File: src/fpa_pkg.sv
// Shared types and constants for the Q24.8 fixed-point ALU.
package fpa_pkg;

  localparam int FRACT_BITS = 8;
  localparam int DW = 32 + FRACT_BITS;  // dividend / quotient width
  localparam int NCELL = DW;            // one quotient bit per cell

  typedef enum logic [3:0] {
    FN_ADD = 4'd0, FN_SUB = 4'd1, FN_MUL = 4'd2, FN_DIV = 4'd3,
    FN_GT = 4'd4, FN_LT = 4'd5, FN_GE = 4'd6, FN_LE = 4'd7,
    FN_EQ = 4'd8, FN_NE = 4'd9, FN_INC = 4'd10, FN_DEC = 4'd11,
    FN_MIN = 4'd12, FN_MAX = 4'd13, FN_FROM_INT = 4'd14, FN_TO_INT = 4'd15
  } func_t;

  localparam logic [1:0] STAT_OK   = 2'd0;
  localparam logic [1:0] STAT_OVF  = 2'd1;
  localparam logic [1:0] STAT_DIVZ = 2'd2;

  localparam logic signed [31:0] S32_MAX = 32'sh7fff_ffff;
  localparam logic signed [31:0] S32_MIN = 32'sh8000_0000;

  typedef struct packed {
    logic               valid;
    func_t              func;
    logic signed [31:0] result;   // final value of the simple operations
    logic               cond;
    logic [1:0]         status;
    logic signed [63:0] prod;
    logic               neg;      // quotient sign
    logic [31:0]        den;
    logic [DW-1:0]      num;
    logic [31:0]        rem;
    logic [DW-1:0]      quo;
  } item_t;

endpackage

File: src/fpa_post.sv
// Output stage: multiply truncation, divide sign and saturation, result register.
module fpa_post (
  input  logic               clk,
  input  logic               rst,
  input  fpa_pkg::item_t     item,
  output logic               done,
  output logic signed [31:0] result,
  output logic               condition,
  output logic [1:0]         status
);
  import fpa_pkg::*;

  localparam logic [DW-1:0] QNEG_LIM = DW'(33'h0_8000_0000);
  localparam logic [DW-1:0] QPOS_LIM = DW'(33'h0_7fff_ffff);

  logic signed [63:0] padj, pq;
  logic signed [31:0] res_next;
  logic [1:0] st_next;

  always_comb begin
    // truncate toward zero: bias negative products before the shift
    padj = item.prod[63] ? item.prod + 64'sd2 ** FRACT_BITS - 64'sd1 : item.prod;
    pq = padj >>> FRACT_BITS;
    res_next = item.result;
    st_next = item.status;
    case (item.func)
      FN_MUL: begin
        if (pq > 64'(S32_MAX)) begin
          res_next = S32_MAX;
          st_next = STAT_OVF;
        end else if (pq < 64'(S32_MIN)) begin
          res_next = S32_MIN;
          st_next = STAT_OVF;
        end else begin
          res_next = pq[31:0];
        end
      end
      FN_DIV: begin
        if (item.den == '0) begin
          res_next = '0;
          st_next = STAT_DIVZ;
        end else if (item.neg) begin
          if (item.quo > QNEG_LIM) begin
            res_next = S32_MIN;
            st_next = STAT_OVF;
          end else begin
            res_next = 32'(-item.quo[31:0]);
          end
        end else if (item.quo > QPOS_LIM) begin
          res_next = S32_MAX;
          st_next = STAT_OVF;
        end else begin
          res_next = item.quo[31:0];
        end
      end
      default: ;
    endcase
  end

  always_ff @(posedge clk) begin
    if (rst) begin
      done <= 1'b0;
    end else begin
      done <= item.valid;
    end
    result <= res_next;
    condition <= item.cond;
    status <= st_next;
  end
endmodule

File: config.mk
export PLATFORM = sky130hd
export DESIGN_NAME = fpa_post
export DESIGN_NICKNAME = d
export VERILOG_FILES = /design/src/fpa_pkg.sv /design/src/fpa_post.sv
export SDC_FILE = /design/constraint.sdc
export NUM_CORES = 1
export LEC_CHECK = 0
export BUFFER_PORTS_ARGS = -buffer_cell sky130_fd_sc_hd__buf_2
export CAP_MARGIN = 0
export CORE_AREA = 2 2 112 114
export CTS_CLUSTER_SIZE = 30
export DETAILED_ROUTE_END_ITERATION = 10
export DIE_AREA = 0 0 114 116
export GPL_TIMING_DRIVEN = 0
export PLACE_DENSITY_LB_ADDON = 0.2
export SLEW_MARGIN = 20
export SYNTH_ARGS = -nofsm -noshare
export SYNTH_HDL_FRONTEND = slang
export SYNTH_SLANG_ARGS = --single-unit
File: constraint.sdc
create_clock -name clk -period 3.7 [get_ports clk]
set_clock_uncertainty 0.1 [all_clocks]
set_input_delay 0.555 -clock clk [delete_from_list [all_inputs] [get_ports clk]]
set_output_delay 0.555 -clock clk [all_outputs]
set_load 0.01 [all_outputs]
### Yosys cells after proc, flatten, opt, wreduce, memory -nomap -nowiden

Cells that the tools add are included.

* input bits: 251
* register bits: 36

* magnitude comparators: 4
* add/sub/neg operators: 3
* reductions and logical operators: 1
* equality and inequality tests: 2
* multiplexer cells: 15

Operator list (count)
* $mux 32: 6
* $add 64x10->64 const B: 1
* $mux 64: 1
* $pmux 32 s2: 1
* $sub 64x2->64 const B: 1
* $gt 56x32->1 const B: 1
* $lt 56x32->1 const B: 1
* $gt 40x31->1 const B: 1
* $gt 40x32->1 const B: 1
* $logic_not 32->1: 1
* $neg 32->32: 1
* $mux 2: 6
* $eq 4x2->1 const B: 2
* $pmux 2 s2: 1

### Logic depth before layout (Yosys ltp)

* depth in word-level cells: 7
* depth in mapped cells: 13

### Worst setup path before layout

OpenSTA, ideal clock, no wires.

* path type: input port to flip-flop
* from: input port item[14] in the netlist's numbering
* to: register result[12]
* data arrival time: 2.842 ns
* slack: 0.685 ns
* buffers on the path: 3
* stages: 12
* data required time: 3.527 ns
* library setup time: 0.073 ns
* path through: or4_1 or3_1 clkbuf_1 nor4bb_1 buf_2 nand2_1 a21oi_1 o21ai_1 clkbuf_1 a311oi_1 a21oi_1 o211ai_2

* longest elaborated chain between the ends: 5
* elaborated cells between the ends (all ways): 7

Ends and longest elaborated chain
* start: declaration: RTL line fpa_post.sv:5 `input fpa_pkg::item_t item,`
* $gt 40x31->1 / $gt 40x32->1 (equally long branches): RTL line fpa_post.sv:49, fpa_post.sv:43
* $mux 32, on equally long branches: RTL line fpa_post.sv:49, fpa_post.sv:43
* $mux 32 (*): RTL line fpa_post.sv:42 `end else if (item.neg) begin`
* $mux 32 (*): RTL line fpa_post.sv:39 `if (item.den == '0) begin`
* $pmux 32 s2 (*): RTL line fpa_post.sv:26 `case (item.func)`
* via res_next[12]: RTL line fpa_post.sv:17 `logic signed [31:0] res_next;`
* end signal: assignment: RTL line fpa_post.sv:66 `result <= res_next;`
* end: declaration: RTL line fpa_post.sv:7 `output logic signed [31:0] result,`

The timed path passes the listed nets; every way through them passes the cells marked *.
A chain may end at the register's enable or synchronous reset.

### Worst setup path after layout

* from: input port item[14] in the netlist's numbering
* to: register result[28]

* longest elaborated chain between the ends: 5
* elaborated cells between the ends (all ways): 8

Ends and longest elaborated chain
* $neg 32->32 (tied with other cells): RTL line fpa_post.sv:47 `res_next = 32'(-item.quo[31:0]);`
* $mux 32, on equally long branches: RTL line fpa_post.sv:43, fpa_post.sv:49
* $mux 32 (*): RTL line fpa_post.sv:42
* $mux 32 (*): RTL line fpa_post.sv:39
* $pmux 32 s2 (*): RTL line fpa_post.sv:26
* via res_next[28]: RTL line fpa_post.sv:17

Marked as above.

==> flow_metrics.tcl <==
set metrics [dict create \
    final_cell_mix "217 x buf_2, 60 x nor2_1, 56 x a21oi_1, 55 x nand2_1" \
    grt-ovfl-total 0 \
    grt_pass1_vias 5545 \
    root_buffer "clkbuf_16" \
    yosys_warnings 0 \
    seq_area_frac_synth_pct 17.1 \
    setup-tns-final_ps 0 \
    relSlewSlack_pct 25.7 \
    num_rows 40 \
    status "complete, no violations" \
    start_kind "input port" \
    fin_ws_ps 121 \
    place.gp.congestion 1.00 \
    whs_endpoint "condition$_DFF_P_" \
    area_delta_synth_final_pct 34.0 \
    route.detailed.drc 0 \
    layout_commonest_cell "buf_2" \
    core_um2 11900 \
    clock_path_buffers 2 \
    ir_drop_mv 0.164 \
    drtPass1Iterations 5 \
    wire_per_inst_um 20.2 \
    setup_viol 0 \
    netlist_instances 604 \
    grt_max_degree 11 \
    yosysTopAreaCellShare_pct 17.1 \
    die_height_um 116 \
    async_flop_share_pct 0 \
    grtUsageTotal_pct 28.9 \
    arrival_ps 3680 \
    power_uw 1250 \
    cts_sinks 36 \
    critPathKind "in2reg" \
    min_path_cells 1 \
    die_w_um 114 \
    power-per-cell-area_nw_per_um2 223 \
    cts_hold_buf 0 \
    ant_nets 0 \
    cts_tree "done" \
    dpl.hpwl_um 16400 \
    avgSynthCellArea_um2 6.96 \
    netlist_area_um2 4210 \
    path_clk_slew_ps 60 \
    final_net_count 1076 \
    drt_iter0_markers 567 \
    die_area_um2 13200 \
    hold_start "item[211]" \
    fin_crit_ps 3580 \
    synth_edf_count 0 \
    cap_violations 0 \
    totalWireLength_um 19600 \
    start_util_pct 35.3 \
    ys_types 60 \
    io_pins 287 \
    worst_pin_slew_ps 1110 \
    p_leak_uw 0.00220 \
    hold_class "in2reg" \
    htree_num_levels 2 \
    fmax_mhz 279 \
    critPathRequiredTime_ps 3800 \
    synth_top_area_cell "dfxtp_1" \
    via_per_inst 6.03 \
    dpl_cell_area_um2 5450 \
    place.port_buffers 212 \
    synthFlopType "dfxtp_1" \
    rsz0062_at_grt "yes" \
    cts-buffers-inserted 5 \
    path_max_fanout 10 \
    drv_slew 0 \
    syn_nets 856 \
    dp_slack_ps -168 \
    drive_gt1_share_pct 32.0 \
    antenna_found_initial 1 \
    stdcell_area_um2 5630 \
    ys_ff_latch 36 \
    synth_area_leaders "dfxtp_1 17%, a21oi_1 6.8%, xnor2_1 5.6%" \
    min_period_over_period_pct 96.7 \
    grt_pass1_wl_um 29700 \
    endpoint_kind "flop" \
    finalHoldViolations 0 \
    vias 5857 \
]
## metrics by stage
stage / utilization (%) / hold slack [ps] / std cells
6_report: 47.3 / 273 / 972
5_1_grt: 47.3 / 279 / 971
4_1_cts: 46.9 / 271 / 970
3_5_place_dp: 45.8 / 562 / 963
3_3_place_gp: 45.8 / 560 / 963
2_1_floorplan: - / 483 / 604
## how the worst max path moves through the flow
| stage | end | startpoint | slack [ps] | cells after the start |
|---|---|---|---|---|
| detailed placement | result[7]$_DFF_P_ | item[179] | -170 | 11 |
| floorplan | result[12]$_DFF_P_ | item[14] | 690 | 12 |
| global placement | result[20]$_DFF_P_ | item[0] | -160 | 14 |
| finish | result[28]$_DFF_P_ | item[14] | 120 | 13 |
| global route | result[19]$_DFF_P_ | item[14] | -80 | 13 |
| CTS | result[7]$_DFF_P_ | item[179] | 130 | 11 |
## where the power goes
group,leakage [uW],internal [uW],switching [uW]
Combinational,0.00182,168,247
Clock,0.0000667,245,162
Sequential,0.000304,420,12.3
## final cells by class
| type | count | area (um^2) |
|---|---|---|
| Fill cell | 1281 | 6280 |
| Multi-Input combinational cell | 524 | 3320 |
| Timing Repair Buffer | 213 | 1070 |
| Sequential cell | 36 | 721 |
| Tap cell | 147 | 184 |
| Buffer | 28 | 141 |
| Clock buffer | 6 | 129 |
| Inverter | 16 | 60.1 |
| Clock inverter | 1 | 5.00 |
| Antenna cell | 1 | 2.50 |
## synth_stat cells (5+ instances only)
library cell  number
nand2_1           55
a211oi_1           5
or3_1              8
buf_2              5
clkbuf_1          17
o21ai_0           14
nor2_1            60
o31a_1             8
nor3_1            35
inv_1             16
nor4_1            36
o211ai_2          10
xnor2_1           27
o22ai_1           14
dfxtp_1           36
nand3_1           36
nor4_2             5
a311oi_1          10
o211ai_1          21
and3_1             5
a21oi_1           57
nand4_1           36
xor2_1            16
o21a_1             9
## what timing repair did
action,in CTS,in global routing
setup buffers,0,1
endpoints found under the hold margin,0,0
endpoints found under the setup margin,0,30
resized for setup,0,7
## layer usage
layer	wire length [um]	GRT usage (%)	share of wire, %
met3	1660	4.55	8.5
met2	8690	46.3	44
met4	568	10.3	2.9
met1	8690	39.4	44
met5	0	0	0
## state kept, by name (all words and copies together) (netlist names)
register and cells:
done 1, status 2, condition 1, result 32
## worst max-delay path, stage by stage
cell	delay [ps]
buf_2	120
or4_1	540
or3_1	330
clkbuf_1	180
nor4bb_1	260
buf_2	230
nand2_1	70
a21oi_1	150
o21ai_1	180
clkbuf_1	340
a211oi_1	520
a21oi_1	80
o211ai_1	120
## cells by family (layout without fill, tap and decap cells)
family / count (synthesis) / in the layout / share of synthesized area, %
buffers and inverters: 44 / 264 / 4.79
AND/OR/NAND/NOR: 306 / 306 / 40.3
other: 0 / 1 / 0
adder cells (fa/ha/maj): 1 / 1 / 0.297
AO/OA/AOI/OAI: 172 / 172 / 28.1
XOR/XNOR: 43 / 43 / 8.96
flip-flops: 36 / 36 / 17.1
multiplexers: 2 / 2 / 0.476
Power figures use the tool's default switching activity.
