===== src/fpa_pkg.sv =====
// Shared types and constants for the Q24.8 fixed-point ALU.
package fpa_pkg;

  localparam int FRACT_BITS = 8;
  localparam int DW = 32 + FRACT_BITS;  // dividend / quotient width
  localparam int NCELL = DW;            // one quotient bit per cell

  typedef enum logic [3:0] {
    FN_ADD = 4'd0, FN_SUB = 4'd1, FN_MUL = 4'd2, FN_DIV = 4'd3,
    FN_GT = 4'd4, FN_LT = 4'd5, FN_GE = 4'd6, FN_LE = 4'd7,
    FN_EQ = 4'd8, FN_NE = 4'd9, FN_INC = 4'd10, FN_DEC = 4'd11,
    FN_MIN = 4'd12, FN_MAX = 4'd13, FN_FROM_INT = 4'd14, FN_TO_INT = 4'd15
  } func_t;

  localparam logic [1:0] STAT_OK   = 2'd0;
  localparam logic [1:0] STAT_OVF  = 2'd1;
  localparam logic [1:0] STAT_DIVZ = 2'd2;

  localparam logic signed [31:0] S32_MAX = 32'sh7fff_ffff;
  localparam logic signed [31:0] S32_MIN = 32'sh8000_0000;

  typedef struct packed {
    logic               valid;
    func_t              func;
    logic signed [31:0] result;   // final value of the simple operations
    logic               cond;
    logic [1:0]         status;
    logic signed [63:0] prod;
    logic               neg;      // quotient sign
    logic [31:0]        den;
    logic [DW-1:0]      num;
    logic [31:0]        rem;
    logic [DW-1:0]      quo;
  } item_t;

endpackage


===== src/fpa_pre.sv =====
// Input stage: decodes the operation, does the simple operations and the multiply, sets up the divide.
module fpa_pre (
  input  logic               clk,
  input  logic               rst,
  input  logic               start,
  input  logic [3:0]         func,
  input  logic signed [31:0] operand_a,
  input  logic signed [31:0] operand_b,
  output fpa_pkg::item_t     item
);
  import fpa_pkg::*;

  item_t item_next;
  logic [31:0] amag, bmag;
  logic fi_ovf;
  logic lt, eq;

  always_comb begin
    amag = operand_a[31] ? 32'(-operand_a) : operand_a;
    bmag = operand_b[31] ? 32'(-operand_b) : operand_b;
    lt = operand_a < operand_b;
    eq = operand_a == operand_b;
    // from_int overflows unless the top FRACT_BITS+1 bits agree
    fi_ovf = !((&operand_a[31:31-FRACT_BITS]) || !(|operand_a[31:31-FRACT_BITS]));

    item_next = '0;
    item_next.valid = start;
    item_next.func = func_t'(func);
    item_next.status = STAT_OK;
    item_next.prod = operand_a * operand_b;
    item_next.neg = operand_a[31] ^ operand_b[31];
    item_next.den = bmag;
    item_next.num = {amag, {FRACT_BITS{1'b0}}};
    case (func_t'(func))
      FN_ADD: item_next.result = operand_a + operand_b;
      FN_SUB: item_next.result = operand_a - operand_b;
      FN_GT:  item_next.cond = !lt && !eq;
      FN_LT:  item_next.cond = lt;
      FN_GE:  item_next.cond = !lt;
      FN_LE:  item_next.cond = lt || eq;
      FN_EQ:  item_next.cond = eq;
      FN_NE:  item_next.cond = !eq;
      FN_INC: item_next.result = operand_a + 32'sd1;
      FN_DEC: item_next.result = operand_a - 32'sd1;
      FN_MIN: item_next.result = lt ? operand_a : operand_b;
      FN_MAX: item_next.result = (!lt && !eq) ? operand_a : operand_b;
      FN_FROM_INT: begin
        if (fi_ovf) begin
          item_next.result = operand_a[31] ? S32_MIN : S32_MAX;
          item_next.status = STAT_OVF;
        end else begin
          item_next.result = operand_a <<< FRACT_BITS;
        end
      end
      FN_TO_INT: item_next.result = operand_a >>> FRACT_BITS;
      default: item_next.result = '0;
    endcase
  end

  always_ff @(posedge clk) begin
    if (rst) begin
      item <= '0;
    end else begin
      item <= item_next;
    end
  end
endmodule


===== config.mk =====
export PLATFORM = sky130hd
export DESIGN_NAME = fpa_pre
export DESIGN_NICKNAME = d
export VERILOG_FILES = /design/src/fpa_pkg.sv /design/src/fpa_pre.sv
export SDC_FILE = /design/constraint.sdc
export NUM_CORES = 2
export LEC_CHECK = 0
export BUFFER_PORTS_ARGS = -buffer_cell sky130_fd_sc_hd__buf_4
export CAP_MARGIN = 15
export CORE_ASPECT_RATIO = 0.7
export CORE_MARGIN = 4
export CORE_UTILIZATION = 47
export CTS_CLUSTER_SIZE = 28
export DETAILED_ROUTE_END_ITERATION = 6
export SETUP_SLACK_MARGIN = 0.05
export SYNTH_ARGS = -nofsm -noshare
export SYNTH_HDL_FRONTEND = slang
export SYNTH_SLANG_ARGS = --single-unit
export TNS_END_PERCENT = 30

===== constraint.sdc =====
create_clock -name clk -period 10.24 [get_ports clk]
set_clock_uncertainty 0.1 [all_clocks]
set_input_delay 0.512 -clock clk [delete_from_list [all_inputs] [get_ports clk]]
set_output_delay 0.512 -clock clk [all_outputs]
set_load 0.05 [all_outputs]

== Word-level counts from Yosys, hierarchy flattened ==
Cells that the tools add are included.

* Order comparisons: 1
* Eq/ne operators: 14
* Multiply operators: 1
* Reductions and logical operators: 12
* $add $sub $neg: 6
* Muxes and demuxes: 9
* Bitwise operators: 4

{| class="wikitable"
|+ Operator list
! kind !! number
|-
| 32-bit one-hot mux with 8 select lines || 1
|-
| 32-bit two-way mux || 4
|-
| 32-bit by 32-bit multiplier with 64-bit output || 1
|-
| 32-bit negator || 2
|-
| 31-bit two-way mux || 2
|-
| 32-bit by 2-bit adder with 32-bit output, second input constant || 1
|-
| 32-bit adder || 1
|-
| 32-bit equality test || 1
|-
| 4-bit equality test, second input constant || 8
|-
| 32-bit < comparator || 1
|-
| 32-bit by 2-bit subtractor with 32-bit output, second input constant || 1
|-
| 32-bit subtractor || 1
|-
| 4-bit by 3-bit equality test with 1-bit output, second input constant || 4
|-
| 9-bit AND reduction || 1
|-
| 9-bit OR reduction || 1
|-
| 1-bit one-hot mux with 6 select lines || 1
|-
| 2-bit OR reduction || 3
|-
| 4-bit by 1-bit equality test with 1-bit output, second input constant || 1
|-
| 4-bit logical NOT || 1
|-
| 1-bit logical NOT || 3
|-
| 1-bit inverter || 3
|-
| 1-bit logical OR || 2
|-
| 1-bit logical AND || 1
|-
| 1-bit two-way mux || 1
|-
| 1-bit bitwise XOR || 1
|}

* Logic and storage cells: 61
* Output and inout port bits: 249
* Register bits after elaboration: 249
* Bits of input ports: 71

== Depth between registers and ports, before layout ==
* Depth after elaboration: 5
* Depth in mapped cells: 32
* Depth with buffers taken out: 27

== Least setup slack after synthesis ==
Ideal clock, no wire load.

* Path type: input port to flip-flop
* Start: input operand_a[31]
* End: register item[208] (netlist bit)
* Path slack: 1.321 ns
* Required time: 10.081 ns
* Arrival time: 8.760 ns
* Cell stages on the path: 29
* Library setup time: 0.059 ns
* Path through: clkbuf_1 > clkbuf_1 > clkbuf_1 > buf_1 > nand2_1 > inv_1 > fa_1 > fa_1 > fa_1 > fa_1 > inv_1 > fa_1 > inv_1 > fa_1 > inv_1 > fa_1 > inv_1 > fa_1 > ha_1 > a21o_1 > a21o_1 > a21oi_1 > o21ai_0 > nor4_1 > a221oi_1 > nor3b_1 > o21bai_1 > or4b_1 > nand2_1

* Cells in the longest elaborated chain, start to end: 1

{| class="wikitable"
|+ Ends and longest elaborated chain
! item !! RTL line !! text
|-
| start, declared || fpa_pre.sv:7 || <nowiki>input logic signed [31:0] operand_a,</nowiki>
|-
| 32-bit by 32-bit multiplier with 64-bit output || fpa_pre.sv:30 || <nowiki>item_next.prod = operand_a * operand_b;</nowiki>
|-
| end signal, assigned || fpa_pre.sv:64 || <nowiki>item <= item_next;</nowiki>
|-
| end, declared || fpa_pre.sv:9 || <nowiki>output fpa_pkg::item_t item</nowiki>
|}

Every way passes these cells.
A chain may end at the register's enable or synchronous reset.

== Worst setup path after layout ==
Same ends and word-level chain as after synthesis.

==> results.json <==
{
  "ioPinCount": 320,
  "rsz0062_at_grt": "false",
  "async_reset_ff_frac": 0,
  "die-height_um": 275,
  "nets": 6816,
  "final_cells": 6730,
  "clock_sinks": 168,
  "report.final.slew_viol_count": 0,
  "cts_buffers": 17,
  "status": "complete, no violations",
  "arrival_ns": 9.39,
  "wl_per_cell_um": 23.9,
  "synth_edf_count": 0,
  "io_buffers": 238,
  "initial_core_util": 0.477,
  "grt_start_max_net_pins": 74,
  "clkSlewWorstSetupHoldPaths_ns": 0.08,
  "tritoncts": "yes",
  "ys_types": 83,
  "drt-total-wl_um": 161000,
  "post_cts_resized": 0,
  "hold-worst-slack_ns": 0.0955,
  "hp-start": "start",
  "drc": 0,
  "overflow": 0,
  "netlist_area_mm2": 0.0480,
  "vias": 37223,
  "cts_buffer_depth": 2,
  "largestRegisters": "item x168",
  "ant_nets": 0,
  "cts_root_buffer": "clkbuf_16",
  "drive_above_1_share": 0.0662,
  "cts_setup_buffers": 0,
  "critical_path_class": "primary input to flip-flop",
  "finalHoldViolations": 0,
  "layout_commonest_cell": "fa_1",
  "grt_util_all_layers": 0.310,
  "cp-end-kind": "flip-flop",
  "crit_top_cell": "fa_1",
  "slew_headroom": 0.394,
  "required_ns": 10.62,
  "crit_start": "operand_a[31]",
  "first_global_vias": 38481,
  "final_cell_mix": "1084 x fa_1, 1016 x inv_1, 623 x nand2_1",
  "max_freq_mhz": 111,
  "maxCapViolCount": 0,
  "drt_pre_antenna_iters": 6,
  "postCtsHoldBufs": 0,
  "timing.final.crit_period_ns": 9.00,
  "start_kind": "primary input",
  "max_stage_delay_ns": 0.98,
  "hold_depth": 2,
  "dp.cells": 6697,
  "min_to": "item[248]",
  "tightest_slew_ns": 0.902,
  "synthFlopType": "dfxtp_1",
  "utilization": 0.506,
  "synth_seq_cells": 168,
  "place.gp.congestion": 0.947,
  "critPathSlowestCell": "fa_1",
  "ys_seq_area_frac": 0.0701,
  "avgViaCountPerCell": 5.53,
  "h-tree-depth": 4,
  "dieWidth_um": 390,
  "fin_crit_sh": 0.879,
  "synthCells": 5397,
  "row_count": 97,
  "die_area_mm2": 0.107,
  "synth_warnings": 0,
  "core_area_mm2": 0.101,
  "regMostFlops": "item",
  "finalSetupViolCount": 0,
  "synthesis.area_per_instance_um2": 8.88,
  "antenna_found_initial": 1,
  "worstHoldPathType": "primary input to flip-flop",
  "drt_iter0_drc": 3557,
  "largest_register_ffs": 168,
  "syn_to_final_growth_pct": 6.23,
  "crit_fanout": 11,
  "place_hpwl_um": 126000,
  "grt_pass1_wl_um": 249000,
  "tns_ns": 0,
  "fillers": 9542
}
## synth_stat cells, drive strengths merged (8+ instances only)
| cell | number | share of area |
|---|---|---|
| fa | 1084 | 0.45 |
| inv | 1016 | 0.080 |
| nand2 | 623 | 0.049 |
| and2 | 439 | 0.057 |
| nor2 | 305 | 0.024 |
| clkbuf | 291 | 0.023 |
| ha | 281 | 0.073 |
| dfxtp | 168 | 0.070 |
| a21oi | 162 | 0.017 |
| xnor2 | 128 | 0.024 |
| o21ai | 123 | 0.013 |
| buf | 122 | 0.016 |
| a21o | 67 | 0.010 |
| xor2 | 66 | 0.012 |
| nand3 | 42 | 0.0044 |
| nor3 | 42 | 0.0045 |
| nand4 | 30 | 0.0039 |
| nand2b | 26 | 0.0034 |
| a221oi | 23 | 0.0042 |
| mux2i | 23 | 0.0051 |
| o21a | 23 | 0.0036 |
| a31oi | 22 | 0.0032 |
| o21bai | 22 | 0.0034 |
| or3 | 22 | 0.0029 |
| o211ai | 21 | 0.0033 |
| and3 | 19 | 0.0025 |
| nor2b | 18 | 0.0023 |
| a211oi | 14 | 0.0022 |
| clkinv | 14 | 0.0011 |
| nor4 | 13 | 0.0017 |
| or4 | 11 | 0.0018 |
| nor3b | 10 | 0.0018 |
| o31ai | 10 | 0.0016 |
| o41ai | 9 | 0.0020 |
| a211o | 8 | 0.0015 |
## final cells by class
cell class | count | area (µm²) | share of cell area
sequential | 168 | 3360 | 0.0660
clock buffer | 18 | 429 | 0.00843
antenna | 1 | 2.50 | 0.0000491
timing repair buffer | 297 | 2230 | 0.0438
clock inverter | 14 | 204 | 0.00400
multi-input combinational | 3866 | 39200 | 0.769
tap | 1336 | 1670 | 0.0328
inverter | 1030 | 3870 | 0.0759
## metrics by stage
stage	setup WS (ns)	cell area [µm²]
floorplan	1.32	48300
detailed placement	0.719	50300
finish	1.24	50900
global route	0.732	50900
global placement	0.819	50300
CTS	1.29	50900
## how the worst max path moves through the flow
stage,cells after the start,to,slack [ns]
2_1_floorplan,29,item[208],1.32
3_3_place_gp,29,item[208],0.82
3_5_place_dp,29,item[208],0.72
4_1_cts,29,item[208],1.29
5_1_grt,29,item[208],0.73
6_report,29,item[208],1.24
## critical path: cells and delay by family
kind,cells,cell delay (ns)
simple gates,5,1.37
buf+inv,9,1.67
compound gates,6,0.88
fa+ha+maj,9,4.92
## metal layers
layer	GRT usage	wire [µm]	vias up
met5	0	14	-
met4	0.0801	4300	2
met3	0.0939	19700	204
met2	0.424	64300	1975
met1	0.474	72500	18913
li1	-	-	16129
## cells by family after synthesis
group	after synthesis	synth area share
DFF	168	0.0701
muxes	26	0.00577
buffers and inverters	1443	0.120
adders and majority gates	1365	0.526
and+or+nand+nor	1619	0.162
AOI/OAI and AO/OA	581	0.0803
xor gates and xnor gates	194	0.0358
other	1	0.0000782
Power is left out: the tool's default activity adds up to more than one toggle a clock period on the data nets, which glitch-free logic cannot reach.
