### src/fpa_pkg.sv
// Shared types and constants for the Q24.8 fixed-point ALU.
package fpa_pkg;

  localparam int FRACT_BITS = 8;
  localparam int DW = 32 + FRACT_BITS;  // dividend / quotient width
  localparam int NCELL = DW;            // one quotient bit per cell

  typedef enum logic [3:0] {
    FN_ADD = 4'd0, FN_SUB = 4'd1, FN_MUL = 4'd2, FN_DIV = 4'd3,
    FN_GT = 4'd4, FN_LT = 4'd5, FN_GE = 4'd6, FN_LE = 4'd7,
    FN_EQ = 4'd8, FN_NE = 4'd9, FN_INC = 4'd10, FN_DEC = 4'd11,
    FN_MIN = 4'd12, FN_MAX = 4'd13, FN_FROM_INT = 4'd14, FN_TO_INT = 4'd15
  } func_t;

  localparam logic [1:0] STAT_OK   = 2'd0;
  localparam logic [1:0] STAT_OVF  = 2'd1;
  localparam logic [1:0] STAT_DIVZ = 2'd2;

  localparam logic signed [31:0] S32_MAX = 32'sh7fff_ffff;
  localparam logic signed [31:0] S32_MIN = 32'sh8000_0000;

  typedef struct packed {
    logic               valid;
    func_t              func;
    logic signed [31:0] result;   // final value of the simple operations
    logic               cond;
    logic [1:0]         status;
    logic signed [63:0] prod;
    logic               neg;      // quotient sign
    logic [31:0]        den;
    logic [DW-1:0]      num;
    logic [31:0]        rem;
    logic [DW-1:0]      quo;
  } item_t;

endpackage

### src/fpa_div_cell.sv
// One restoring-division cell: settles one quotient bit and passes the transaction on.
module fpa_div_cell (
  input  logic           clk,
  input  logic           rst,
  input  fpa_pkg::item_t item_in,
  output fpa_pkg::item_t item_out
);
  import fpa_pkg::*;

  item_t item_next;
  logic [32:0] rshift;
  logic ge;

  always_comb begin
    rshift = {item_in.rem, item_in.num[DW-1]};
    ge = rshift >= {1'b0, item_in.den};
    item_next = item_in;
    item_next.rem = ge ? 32'(rshift - {1'b0, item_in.den}) : rshift[31:0];
    item_next.quo = {item_in.quo[DW-2:0], ge};
    item_next.num = {item_in.num[DW-2:0], 1'b0};
  end

  always_ff @(posedge clk) begin
    if (rst) begin
      item_out <= '0;
    end else begin
      item_out <= item_next;
    end
  end
endmodule

### config.mk
export PLATFORM = sky130hd
export DESIGN_NAME = fpa_div_cell
export DESIGN_NICKNAME = d
export VERILOG_FILES = /design/src/fpa_pkg.sv /design/src/fpa_div_cell.sv
export SDC_FILE = /design/constraint.sdc
export NUM_CORES = 1
export LEC_CHECK = 0
export BUFFER_PORTS_ARGS = -buffer_cell sky130_fd_sc_hd__buf_2
export CORE_AREA = 3 3 193 195
export CTS_CLUSTER_SIZE = 28
export DETAILED_ROUTE_END_ITERATION = 7
export DIE_AREA = 0 0 196 198
export REMOVE_ABC_BUFFERS = 1
export SLEW_MARGIN = 10
export SYNTH_ARGS = -nofsm -noshare
export SYNTH_HDL_FRONTEND = slang
export SYNTH_SLANG_ARGS = --single-unit
export TNS_END_PERCENT = 10
### constraint.sdc
create_clock -name clk -period 3.08 [get_ports clk]
set_input_delay 0.616 -clock clk [delete_from_list [all_inputs] [get_ports clk]]
set_output_delay 0.616 -clock clk [all_outputs]
set_load 0.02 [all_outputs]
== Word level (Yosys, flattened, before mapping) ==
Index checks and enable logic that the tools add are counted.

* Register bits: 249
* Input bits: 251
* Output and inout bits: 249
* Word-level logic and storage cells: 15

* Add/sub/neg operators: 1
* $lt $le $gt $ge: 1
* Muxes and demuxes: 1

{| class="wikitable"
|+ Operators by type and width
! kind !! number
|-
| >= comparator 33 x 32 -> 1 bit || 1
|-
| 2-to-1 mux 32 bit || 1
|-
| subtractor 32 bit || 1
|}

== Logic depth before layout (Yosys ltp) ==
Gate-level depths: netlist (run 1).

* Depth in word-level cells: 2
* Mapped depth: 12

== Worst setup path after synthesis (run 1) ==
No wires, ideal clock.

* Kind: input port to flip-flop
* Start point: in item_in[128] (netlist name)
* End point: reg item_out[42] (netlist name)
* Library setup time: 0.128 ns
* Arrival time: 2.562 ns
* Required time: 2.952 ns
* Path slack: 0.390 ns
* Stages on the path: 12
* Path buffers: 2
* Cell sequence: inv_1 -> ha_1 -> clkbuf_2 -> nand4_1 -> or2_1 -> nor4_1 -> a21o_2 -> a2111oi_2 -> a21oi_4 -> buf_4 -> mux2i_1 -> nor2_1

* Word-level cells in the longest chain between the ends: 2

{| class="wikitable"
|+ Ends and longest elaborated chain
! item !! line !! RTL
|-
| start: declaration || fpa_div_cell.sv:5 || <nowiki>input fpa_pkg::item_t item_in,</nowiki>
|-
| >= comparator 33 x 32 -> 1 bit || fpa_div_cell.sv:16 || <nowiki>ge = rshift >= {1'b0, item_in.den};</nowiki>
|-
| 2-to-1 mux 32 bit || fpa_div_cell.sv:18 || <nowiki>item_next.rem = ge ? 32'(rshift - {1'b0, item_in.den}) : rshift[31:0];</nowiki>
|-
| end signal: assignment || fpa_div_cell.sv:27 || <nowiki>item_out <= item_next;</nowiki>
|-
| end: declaration || fpa_div_cell.sv:6 || <nowiki>output fpa_pkg::item_t item_out</nowiki>
|}

No other way between the ends.
A chain may end at the register's enable or synchronous reset.

== Final worst setup path (run 1) ==
* Start point: in item_in[119] (netlist name)
* End point: reg item_out[59] (netlist name)

* Word-level cells in the longest chain between the ends: 2
* Elaborated cells between the ends (all ways): 3
* Classes of those cells: add/sub (1); order compare (1); mux (1)

{| class="wikitable"
|+ Ends and longest elaborated chain
! item !! line
|-
| subtractor 32 bit / >= comparator 33 x 32 -> 1 bit (equally long branches) || fpa_div_cell.sv:18, fpa_div_cell.sv:16
|-
| 2-to-1 mux 32 bit * || fpa_div_cell.sv:18
|}

Mark *: on every way between the ends. The rest lies on a longest branch, timed or not.

==> qor.csv, run 1 <==
stage;metric;value;unit
sta;max_slew.worst_pin.slew;0.6815;ns
power_and_ir_drop;ir_worst_vdd;0.0005893;V
power_and_ir_drop;clock_power_share;40.1;%
power_and_ir_drop;p_switching;2260;µW
setup_path;start_kind;input port;
sta;rsz0062_at_grt;false;
detailed_routing;postRouteWirelength;31270;µm
yosys;yosys_warnings;0;
global_routing;grt_pass1_vias;7969;
floorplanning;start_util;24.54;%
sta;finalMaxSlewViolations;0;
yosys;async_flop_share;0;%
clock_network;cts_max_level;1;
yosys;avgSynthCellArea;10.25;µm²
cells_and_area;drive_gt1_share;44.36;%
yosys;syn_inst;852;
floorplanning;die_height;198;µm
global_routing;busiest_layer;met2;
placement;portBuffers;497;
detailed_routing;route.detailed.drc;0;
hold_path;worstHoldPathCells;2;
placement;gp_congestion;0.8697;
yosys;synth_top_cell_by_area;dfxtp_1;
sta;period_needed;2.862;ns
detailed_routing;wire_per_inst;16.31;µm
clock_network;cts_tree;yes;
sta;fmax;0.3494;GHz
hold_path;worstHoldStart;item_in[205];
hold_path;hold_path.class;in -> reg;
cells_and_area;largest_reg_flops;248;
placement;dp.cells;1865;
cells_and_area;final_nets;1718;
global_routing;use_met1;18.22;%
clock_network;postCtsSetupBuffers;0;
detailed_routing;drtAntennaViolNets;0;
placement;place_ws;-0.4196;ns
detailed_routing;routed-via-count;7882;
cells_and_area;fin_cells;1917;
sta;worst_slack;0.2177;ns
sta;slew_headroom;54.47;%
clock_network;numCtsBuffers;28;
global_routing;use_met3;4.254;%
sta;whs;0.2642;ns
global_routing;grt_util_all_layers;15.01;%
yosys;syn_area;8730;µm²
run;drv_cap;0;
detailed_routing;routed_via_density;4.112;
power_and_ir_drop;leakagePower;0.006822;µW
outcome;status;finished, final reports clean;
yosys;synth_top_area_share;56.87;%
global_routing;grt_antenna_before_repair;6;
global_routing;grt.overflow.total;0;
global_routing;grt_max_degree;111;
setup_path;path_class;in -> reg;
setup_path;cp.arrival;3.30;ns
placement;post-dp-hpwl;24970;µm
floorplanning;die_width;196;µm
clock_network;cts_root_buf;clkbuf_16;
clock_network;ctsResizeCount;0;
clock_network;clockBufferDepth;3;
sta;finalSetupViolCount;0;
global_routing;grt.met2_usage;25.90;%
cells_and_area;layout_common_cells;buf_2 (496), dfxtp_1 (248), nor2b_1 (190);
power_and_ir_drop;seqPwrFrac;41.7;%
cells_and_area;fin_util;37.46;%
clock_network;cts_hold_buf;0;
cells_and_area;n_fill_cell;3618;
yosys;ys_seq_area_share;56.87;%
yosys;synthFlopType;dfxtp_1;
yosys;synth_cell_types;60;
floorplanning;rows;69;
sta;hold_violations;0;
cells_and_area;top_register;item_out;
clock_network;clkSlewWorstSetupHoldPaths;0.06;ns
setup_path;cp-end-kind;flip-flop;
cells_and_area;final_common_cell;buf_2;
power_and_ir_drop;p_comb_share;18.2;%
yosys;synth_edf_count;0;
yosys;netlist_top_cells_area;dfxtp_1 (57%), nor2b_1 (14%), ha_1 (4.6%);
detailed_routing;dr.pass1.iters;5;
cells_and_area;top_regs;item_out (248);
hold_path;timing.hold.worst_endpoint;item_out[205];
power_and_ir_drop;power;8305;µW
power_and_ir_drop;powerDensity;623.3;nW/µm²
power_and_ir_drop;swShare;27.21;%
cells_and_area;area_growth;52.63;%
floorplanning;ios;500;
setup_path;cp_max_fo;20;
floorplanning;die-area;38810;µm²
yosys;ys_ff_latch;248;
global_routing;grt_pass1_wl;45850;µm
sta;finalCritPeriodShare;92.93;%
floorplanning;coreArea;35570;µm²
power_and_ir_drop;intPower;6045;µW
detailed_routing;drtIter0Drc;251;
setup_path;critPathRequiredTime;3.52;ns
clock_network;clock-sinks;248;
critical path: stages:
cell and delay, ns:
buf_2 0.08, inv_1 0.05, ha_1 0.33, nand4_1 0.13
or2_1 0.29, nor4_1 0.28, buf_4 0.16, a21o_2 0.15
a21oi_1 0.07, a21oi_4 0.56, buf_4 0.26, nor2_1 0.05
a211oi_1 0.28
synthesized netlist by cell type (5+ instances only):
cell type  count
a211oi_1       9
a31oi_1        7
xnor2_1       13
nand3_1        6
a21o_1        18
nand4_1        6
mux2i_1       19
nor2_1        69
a21oi_1       33
nor2b_1      190
nand2_1       20
o21ai_0       19
o211ai_1       5
buf_2          6
ha_1          32
or2_2          5
inv_1         44
dfxtp_1      248
nor3_1         5
clkbuf_1      27
xor2_1        10
worst max path at each step:
stage | start | endpoint | slack [ns] | depth (start not counted)
after floorplan | item_in[119] | item_out[68] | -0.09 | 10
after global placement | item_in[118] | item_out[54] | -0.34 | 12
after detailed placement | item_in[118] | item_out[59] | -0.42 | 12
after CTS | item_in[118] | item_out[59] | 0.17 | 12
after global routing | item_in[118] | item_out[59] | 0.03 | 12
final | item_in[119] | item_out[59] | 0.22 | 13
cells by family (layout without fill, tap and decap cells):
logic type      count (synthesis)  after routing  share of synthesized area [%]
other cells                     1              3                        0.04296
flops                         248            248                          56.87
xor+xnor                       23             23                          2.308
mux                            19             19                          2.179
compound gates                121            121                          9.245
simple gates                  324            324                          20.74
fa+ha+maj                      33             33                          4.816
buf+inv                        83            685                          3.798
per-layer routing:
layer	up-vias	share of wire [%]
met5	-	0.13
met3	44	7.2
met2	288	48
met4	6	2.9
met1	3601	41
li1	3943	-
power groups by stage:
stage          clock network (µW)  logic (µW)  registers [µW]
6_report                     3330        1510            3470
5_1_grt                      3600        1640            3480
4_1_cts                      3470        1530            3470
3_5_place_dp                    0        1520            3530
3_3_place_gp                    0        1510            3530
2_1_floorplan                   0         501            3810
area by class of cell:
class	instances	area, µm²	area share (%)
Sequential cell	248	4965	37.26
Multi-Input combinational cell	521	3433	25.77
Timing Repair Buffer	591	3239	24.31
Clock buffer	39	792.0	5.944
Tap cell	461	576.8	4.329
Inverter	44	165.2	1.240
Clock inverter	11	147.6	1.108
Antenna cell	2	5.005	0.03756
per-stage QoR:
stage                     cell area (µm²)  setup TNS, ns
after floorplan                      8563         -1.179
after global placement              12380         -8.680
after detailed placement            12380         -9.619
after CTS                           13320              0
after global routing                13320              0
final                               13320              0
No activity file was read; power rests on OpenSTA's default activity.
==> run 2: changes to the inputs <==
--- a/config.mk
+++ b/config.mk
@@ -5,11 +5,13 @@
 export SDC_FILE = /design/constraint.sdc
 export NUM_CORES = 1
 export LEC_CHECK = 0
+export ABC_CLOCK_PERIOD_IN_PS = 3400
 export BUFFER_PORTS_ARGS = -buffer_cell sky130_fd_sc_hd__buf_2
 export CORE_AREA = 3 3 193 195
 export CTS_CLUSTER_SIZE = 28
 export DETAILED_ROUTE_END_ITERATION = 7
 export DIE_AREA = 0 0 196 198
+export RECOVER_POWER = 25
 export REMOVE_ABC_BUFFERS = 1
 export SLEW_MARGIN = 10
 export SYNTH_ARGS = -nofsm -noshare
==> constraint.sdc (replaced) <==
create_clock -name clk -period 3.4 [get_ports clk]
set_input_delay 0.68 -clock clk [delete_from_list [all_inputs] [get_ports clk]]
set_output_delay 0.68 -clock clk [all_outputs]
set_load 0.02 [all_outputs]
==> run 2 against run 1 <==
- the run now ends with capacitance limit, slew limit left
- final area decreased by 3.2%
- sequential share of layout area increased by 1.2 points
- cell count decreased by 3.4%
- sequential power decreased by 9.5%
- critical path depth increased by 1
- combinational power decreased by 15%
- clock-buffer cell count decreased by 4
- non-clock buffer count decreased by 65
- die area unchanged
- utilization decreased by 1.2 points
- first-iteration DRC count increased by 4.4%
- worst setup slack improved by 0.46 ns
- largest power group is now the clock network
==> qor.csv, run 2 (synthesis results as in run 1) <==
stage;metric;value;unit
sta;period_needed;2.726;ns
floorplanning;start_util;24.54;%
detailed_routing;postRouteWirelength;30990;µm
hold_path;worstHoldStart;item_in[16];
cells_and_area;fin_util;36.25;%
global_routing;grt_max_degree;98;
detailed_routing;drtIter0Drc;262;
cells_and_area;multi_input_area;3433;µm²
sta;finalCritPeriodShare;80.17;%
run;drv_cap;1;
detailed_routing;dr.pass1.iters;4;
cells_and_area;drive_gt1_share;41.97;%
outcome;status;finished with violations;
global_routing;grt_pass1_vias;7743;
detailed_routing;routed-via-count;7754;
floorplanning;rows;69;
clock_network;clock-sinks;248;
clock_network;ctsResizeCount;0;
detailed_routing;wire_per_inst;16.74;µm
clock_network;cts_max_level;1;
sta;hold_violations;0;
sta;finalSetupViolCount;0;
clock_network;clockBufferDepth;3;
placement;gp_congestion;0.8280;
setup_path;cp-end-kind;flip-flop;
setup_path;path_class;in -> reg;
placement;portBuffers;497;
global_routing;grt_util_all_layers;14.70;%
global_routing;grt_antenna_before_repair;7;
cells_and_area;seqCellArea;4965;µm²
cells_and_area;final_common_cell;buf_2;
setup_path;worstSetupStartpoint;item_in[123];
detailed_routing;route.detailed.drc;0;
setup_path;start_kind;input port;
floorplanning;ios;500;
clock_network;numCtsBuffers;28;
setup_path;cp_max_fo;10;
clock_network;cts_tree;yes;
cells_and_area;area_growth;47.70;%
placement;post-dp-hpwl;24580;µm
global_routing;grt_pass1_wl;44880;µm
sta;setup-tns-final;0;ns
detailed_routing;routed_via_density;4.189;
sta;finalMaxSlewViolations;96;
hold_path;timing.hold.worst_endpoint;item_out[17];
cells_and_area;top_register;item_out;
cells_and_area;top_regs;item_out (248);
outcome;failed_checks;capacitance limit, slew limit;
cells_and_area;final_nets;1653;
hold_path;worstHoldPathCells;2;
floorplanning;die_width;196;µm
cells_and_area;layout_common_cells;buf_2 (496), dfxtp_1 (248), nor2b_1 (190);
detailed_routing;drtAntennaViolNets;0;
sta;fmax;0.3669;GHz
placement;placed_area;11900;µm²
setup_path;critPathRequiredTime;3.83;ns
global_routing;grt.overflow.total;0;
cells_and_area;n_fill_cell;3658;
hold_path;hold_path.class;in -> reg;
power_and_ir_drop;leakagePower;0.006541;µW
cells_and_area;largest_reg_flops;248;
floorplanning;die-area;38810;µm²
cells_and_area;postLayoutCellArea;12890;µm²
clock_network;clkSlewWorstSetupHoldPaths;0.06;ns
sta;max_slew.worst_pin.slew;2.088;ns
power_and_ir_drop;ir_worst_vdd;0.0005783;V
power_and_ir_drop;power;7644;µW
floorplanning;coreArea;35570;µm²
sta;slew_headroom;-39.19;%
clock_network;cts_root_buf;clkbuf_16;
floorplanning;die_height;198;µm
clock_network;cts_hold_buf;0;
clock_network;postCtsSetupBuffers;0;
sta;rsz0062_at_grt;false;
setup_path;cp.arrival;3.15;ns
power_and_ir_drop;powerDensity;592.8;nW/µm²
run 2: stage by stage:
stage	setup WS [ns]	instances	hold WS, ns
finish	0.6741	1851	0.3364
global route	0.4888	1850	0.2992
CTS	0.6851	1850	0.2893
detailed placement	0.1077	1800	0.8930
global placement	0.1187	1800	0.8869
floorplan	0.1695	813	0.7467
run 2: per-layer routing:
layer / GRT usage (%) / vias to the layer above / wire [µm]
li1: - / 3817 / -
met1: 17.50 / 3573 / 12800
met2: 25.63 / 295 / 14880
met3: 4.611 / 57 / 2400
met4: 4.172 / 12 / 836
met5: 0 / - / 69
run 2: worst max path at each step:
stage | endpoint | slack (ns) | cells past startpoint
finish | item_out[66] | 0.67 | 14
CTS | item_out[55] | 0.69 | 14
global placement | item_out[43] | 0.12 | 14
detailed placement | item_out[44] | 0.11 | 14
global route | item_out[66] | 0.49 | 14
floorplan | item_out[68] | 0.17 | 10
run 2: layout make-up:
type	count	share of cell area [%]
clock buffer	35	5.949
sequential	248	38.51
clock inverter	15	1.776
tap	461	4.474
inverter	44	1.281
antenna	1	0.01941
timing repair buffer	526	21.37
multi-input combinational	521	26.63
run 2: worst max-delay path, stage by stage:
cell and delay [ns]:
buf_2 0.07, inv_1 0.04, ha_1 0.40, nand4_1 0.15
or2_1 0.27, a21oi_2 0.18, nor4_1 0.08, buf_4 0.16
o31a_1 0.34, a21oi_4 0.18, buf_4 0.21, buf_4 0.14
nor2_1 0.04, a211oi_1 0.20
run 2: power breakdown:
part           switching (µW)  total [µW]  internal [µW]
combinational             752        1280            530
clock                    1240        3220           1980
sequential               45.5        3140           3100
